[config.mk]
export PLATFORM = sky130hd
export DESIGN_NAME = bpa_find
export DESIGN_NICKNAME = d
export VERILOG_FILES = /design/src/hw/rtl/bitmap_page_allocator_macros.svh /design/src/hw/rtl/bpa_pkg.sv /design/src/hw/rtl/bpa_find.sv
export SDC_FILE = /design/constraint.sdc
export NUM_CORES = 1
export LEC_CHECK = 0
export ABC_AREA = 1
export ABC_CLOCK_PERIOD_IN_PS = 14750
export BUFFER_PORTS_ARGS = -buffer_cell sky130_fd_sc_hd__buf_2
export CORE_MARGIN = 3
export CORE_UTILIZATION = 30
export DETAILED_ROUTE_END_ITERATION = 6
export PLACE_DENSITY = 0.55
export RECOVER_POWER = 50
export SLEW_MARGIN = 20
export SYNTH_ARGS = -nofsm -noshare
export SYNTH_HDL_FRONTEND = slang
export SYNTH_SLANG_ARGS = --single-unit
[constraint.sdc]
create_clock -name vclk -period 14.75
set_input_delay 2.2125 -clock vclk [all_inputs]
set_output_delay 2.2125 -clock vclk [all_outputs]
set_load 0.02 [all_outputs]
[src/hw/rtl/bitmap_page_allocator_macros.svh]
// Assertion macros for the bitmap page allocator RTL.
`ifndef BITMAP_PAGE_ALLOCATOR_MACROS_SVH
`define BITMAP_PAGE_ALLOCATOR_MACROS_SVH

// Same-cycle implication, disabled while reset is asserted.
`define BPA_ASSERT_NOW(label, clk, rst_n, pre, post, msg) \
	label: assert property (@(posedge clk) disable iff (!rst_n) (pre) |-> (post)) \
		else $error(msg);

// Next-cycle implication, disabled while reset is asserted.
`define BPA_ASSERT_NEXT(label, clk, rst_n, pre, post, msg) \
	label: assert property (@(posedge clk) disable iff (!rst_n) (pre) |=> (post)) \
		else $error(msg);

`endif

[src/hw/rtl/bpa_pkg.sv]
// Types and constants of the bitmap page allocator.
package bpa_pkg;

	localparam int PAGE_W     = 16;
	localparam int COUNT_W    = 17;
	localparam int ACT_W      = 2;
	localparam int STAT_W     = 2;
	localparam int PAGE_SPACE = 65536;

	typedef enum logic [ACT_W-1:0] {
		ACT_ALLOC   = 2'd0,
		ACT_FREE    = 2'd1,
		ACT_USABLE  = 2'd2,
		ACT_RESERVE = 2'd3
	} action_t;

	typedef enum logic [STAT_W-1:0] {
		ST_DONE      = 2'd0,
		ST_NO_FREE   = 2'd1,
		ST_NO_CHANGE = 2'd2,
		ST_RANGE     = 2'd3
	} status_t;

	typedef enum logic [2:0] {
		S_CLEAR,
		S_IDLE,
		S_SCAN,
		S_ADDR,
		S_CHECK,
		S_RESP
	} state_t;

	typedef struct packed {
		status_t             status;
		logic [PAGE_W-1:0]   page;
		logic [COUNT_W-1:0]  count;
	} result_t;

endpackage

[src/hw/rtl/bpa_find.sv]
// First-free-bit search over one map word, limited to the pages below the limit.
module bpa_find #(
	parameter int WORD_BITS = 64,
	localparam int BW = $clog2(WORD_BITS)
) (
	input  logic [WORD_BITS-1:0]          used,
	input  logic [bpa_pkg::COUNT_W-1:0]   span,
	output logic                          found,
	output logic [BW-1:0]                 bit_idx
);

	localparam int CW = bpa_pkg::COUNT_W;

	logic [WORD_BITS-1:0] avail;

	// Drop bits at or above the limit in a partial last word.
	always_comb begin
		for (int i = 0; i < WORD_BITS; i++) begin
			avail[i] = ~used[i] & (CW'(i) < span);
		end
	end

	always_comb begin
		found   = |avail;
		bit_idx = '0;
		for (int i = WORD_BITS - 1; i >= 0; i--) begin
			if (avail[i]) begin
				bit_idx = BW'(i);
			end
		end
	end

endmodule

Yosys cells after proc, flatten, opt, wreduce, memory -nomap -nowiden
Index checks and enable logic that the tools add are counted.
- flip-flop bits (word level): 0
- bits in latches: 0
- bits in writable memories: 0
- memory bits (read-only): 0
- input bits: 81
- memories: 0
- add/sub/neg operators: 0
- multiply operators: 0
- divide/modulo/power cells: 0
- $lt $le $gt $ge: 64
- equal/unequal tests: 0
- shift operators: 0
- mux-type cells: 64
- bitwise logic cells: 128
- reduce and logical (&&, ||, !) cells: 1
- operators by type and width (operator ; number):
    < comparator 6 x 17 -> 1 bit, first input constant ; 32
    two-way mux 6 bit ; 64
    < comparator 5 x 17 -> 1 bit, first input constant ; 16
    < comparator 4 x 17 -> 1 bit, first input constant ; 8
    < comparator 3 x 17 -> 1 bit, first input constant ; 4
    AND 1 bit ; 64
    NOT 1 bit ; 64
    OR reduction 64 bit ; 1
    < comparator 1 x 17 -> 1 bit, first input constant ; 2
    < comparator 2 x 17 -> 1 bit, first input constant ; 2

Logic depth before layout (Yosys ltp)
- depth in word-level cells: 66
- depth in mapped cells: 69

Worst setup path after synthesis
Ideal clock, no wire load.
- kind: input to output
- start point: input port span[12] (netlist name)
- end point: output port bit_idx[0]
- arrival time: 5.762 ns
- data required time: 12.538 ns
- slack: 6.776 ns
- stages: 65
- cells stage by stage: nor2_1 > nand2_2 > nor2_4 > nand2_4 > o21bai_1 > nand2_1 > nand2_1 > nand2_1 > nand2_1 > nand2_1 > nand2_1 > nand2_1 > nand2_1 > nand2_1 > nand2_1 > nand2_1 > nand2_1 > nand2_1 > (+29 left out) > nand2_1 > nand2_1 > nand2_1 > nand2_1 > nand2_1 > nand2_1 > nand2_1 > nand2_1 > nand2_1 > nand2_1 > nand2_1 > nand2_1 > nand2_1 > nand2_1 > nand2_1 > nand2_1 > nand2_1 > a21oi_2
- word-level cells in the longest chain between the ends: 66
- elaborated cells between the ends (all ways): 192
- those cells by class: 64 x order compare; 64 x mux; 64 x bitwise
- ends and longest elaborated chain (item ; RTL line ; text):
    from (decl) ; bpa_find.sv:7 ; input logic [bpa_pkg::COUNT_W-1:0] span,
    < comparator 6 x 17 -> 1 bit ; bpa_find.sv:19 ; avail[i] = ~used[i] & (CW'(i) < span);
    AND 1 bit ; bpa_find.sv:19 ;
    two-way mux 6 bit (63 in a row) ; bpa_find.sv:27 ; if (avail[i]) begin
    two-way mux 6 bit * ; bpa_find.sv:27 ;
    to (decl) ; bpa_find.sv:9 ; output logic [BW-1:0] bit_idx
Mark *: on every way between the ends. The rest lies on a longest branch, timed or not.

Worst setup path in the final report
Ends and elaborated chain as after synthesis.

==> impl_metrics.ini <==
[setup_path]
crit_fanout = 16
critPathMostFrequentCell = nand2_1
start_kind = input port
cp_slowest_stage_delay_ns = 0.29
cp_slowest_cell = nand2_1
critPathArrivalTime_ns = 6.80
crit_required_ns = 12.54
end_kind = output pin
crit_type = input port to output pin

[synthesis]
postSynthCellCount = 390
yosysWarnings = 0
synth_area_mm2 = 0.00182
syn_area_per_cell_um2 = 4.68
ys_seq_area_frac = 0
synthesis.nets = 471
synth.largest_area_cell = nand2_1
synthDominantCellAreaShare = 0.290
netlist_top_cells_area = nand2_1 (29%), nor2_1 (15%), inv_1 (11%)
ys_types = 37

[global_routing]
antenna_found_initial = 0
grt_max_degree = 18
grt.overflow.total = 0
grt_usage = 0.184
grt_pass1_vias = 2485
grt_pass1_wl_um = 10900

[power_and_ir_drop]
p_leak_nw = 1.35
power.total_mw = 0.0465
p_per_area_mw_per_mm2 = 20.3
ir_drop_uv = 8.39

[routing]
routed_wl_um = 6740
antenna_left = 0
num_vias = 2680
viasPerCell = 4.92
drt_pre_antenna_iters = 4
drt_iter0_drc = 139
post_drt_wl_per_cell_um = 12.4
drc = 0

[timing]
finalHoldViolations = 0
slew_viol_final = 0
period_share = 0.611
worst_slew_pin_slew_ns = 0.653
min_period_ns = 9.01
tns_ns = 0
hold_slack_ns = 4.85
slew_headroom = 0.563
fmax_mhz = 111
rsz0062_at_grt = false
setup_violations = 0

[placement]
dp_hpwl_um = 5970
gp_congestion = 0.956
port_buffers = 88
dp_cells = 545

[final_layout]
antenna_cells = 0
nClkBuffers = 0
area_delta_synth_final_pct = 25.9
seq_cells = 0
drive_gt1_frac = 0.243
regArea_um2 = 0
nNetsFinal = 556
stdcell_count = 545

[die]
initial_utilization = 0.320
core-area_mm2 = 0.00571
rows = 27
num_io_pins = 88
chipHeight_um = 84.0
die_w_um = 84.0
dieArea_mm2 = 0.00705

[run]
max-cap-violations = 0

[clock_tree]
postCtsSetupBuffers = 0
cts_resized = 0
cts_hold_buf = 0

[hold_path]
hold_class = input port to output pin

[run_status]
outcome = finished clean
==> Yosys cell counts (2+ instances only) <==
library cell  instances
inv_2                 3
o21ai_0              19
o31ai_1               2
nand2_4               3
nand3b_1              5
o21bai_1             11
a21oi_1              12
o211ai_1              5
buf_2                 2
a31o_2                3
nand2_2               4
nand3_1               9
nor3_1                5
or2_2                 6
nand4_1               3
nor2_1               74
nand2_1             141
inv_1                55
a31oi_1              10
==> per-layer routing <==
layer	track usage	part of all wire
met4	0.0219	0.0080
met2	0.318	0.46
met1	0.256	0.47
met3	0.0109	0.063
met5	0	0
==> worst max-delay path, delay by kind of cell <==
kind                   cells  cell delay, ns
AND/OR/NAND/NOR           62            3.80
buffers and inverters      3            0.50
AO/OA/AOI/OAI              2            0.27
==> per-stage QoR <==
step | instance area [um^2] | worst slack, ns | util
2_1_floorplan | 1820 | 6.78 | -
3_3_place_gp | 2310 | 6.14 | 0.405
3_5_place_dp | 2310 | 6.12 | 0.405
4_1_cts | 2310 | 6.10 | 0.405
5_1_grt | 2300 | 4.93 | 0.402
6_report | 2300 | 5.74 | 0.402
==> where the power goes <==
part	internal [mW]	switching (mW)
clock network	0	0
logic	0.0195	0.0270
registers	0	0
total	0.0195	0.0270
==> cell families after synthesis <==
logic type | after synthesis | share of synthesized area
AND/OR/NAND/NOR | 255 | 0.605
AO/OA/AOI/OAI | 69 | 0.243
buffers and inverters | 66 | 0.152
==> worst paths after layout <==
kind | start | end | slack, ns | depth (start not counted)
hold / removal | used[1] | bit_idx[0] | 4.85 | 5
setup / recovery | span[12] | bit_idx[0] | 5.74 | 67
==> layout make-up <==
type | count | area, um^2
Multi-Input combinational cell | 324 | 1530
Fill cell | 720 | 3410
Timing Repair Buffer | 88 | 439
Inverter | 61 | 235
Tap cell | 72 | 90.1
==> layout by cell type, fill, tap and decap left out, types with 2 or more instances in the layout <==
| cell | instances |
|---|---|
| nand2_1 | 142 |
| o21ai_0 | 19 |
| o211ai_1 | 5 |
| nand2_2 | 4 |
| nand3b_1 | 5 |
| a21oi_1 | 12 |
| nand2_4 | 2 |
| nor2_1 | 75 |
| nand4_1 | 3 |
| nor3_1 | 5 |
| a31oi_1 | 10 |
| inv_1 | 55 |
| a31o_2 | 3 |
| inv_2 | 3 |
| o21bai_1 | 11 |
| nand3_1 | 9 |
| or2_2 | 6 |
| o31ai_1 | 2 |
| buf_2 | 87 |
(Power assumes the default switching activity.)
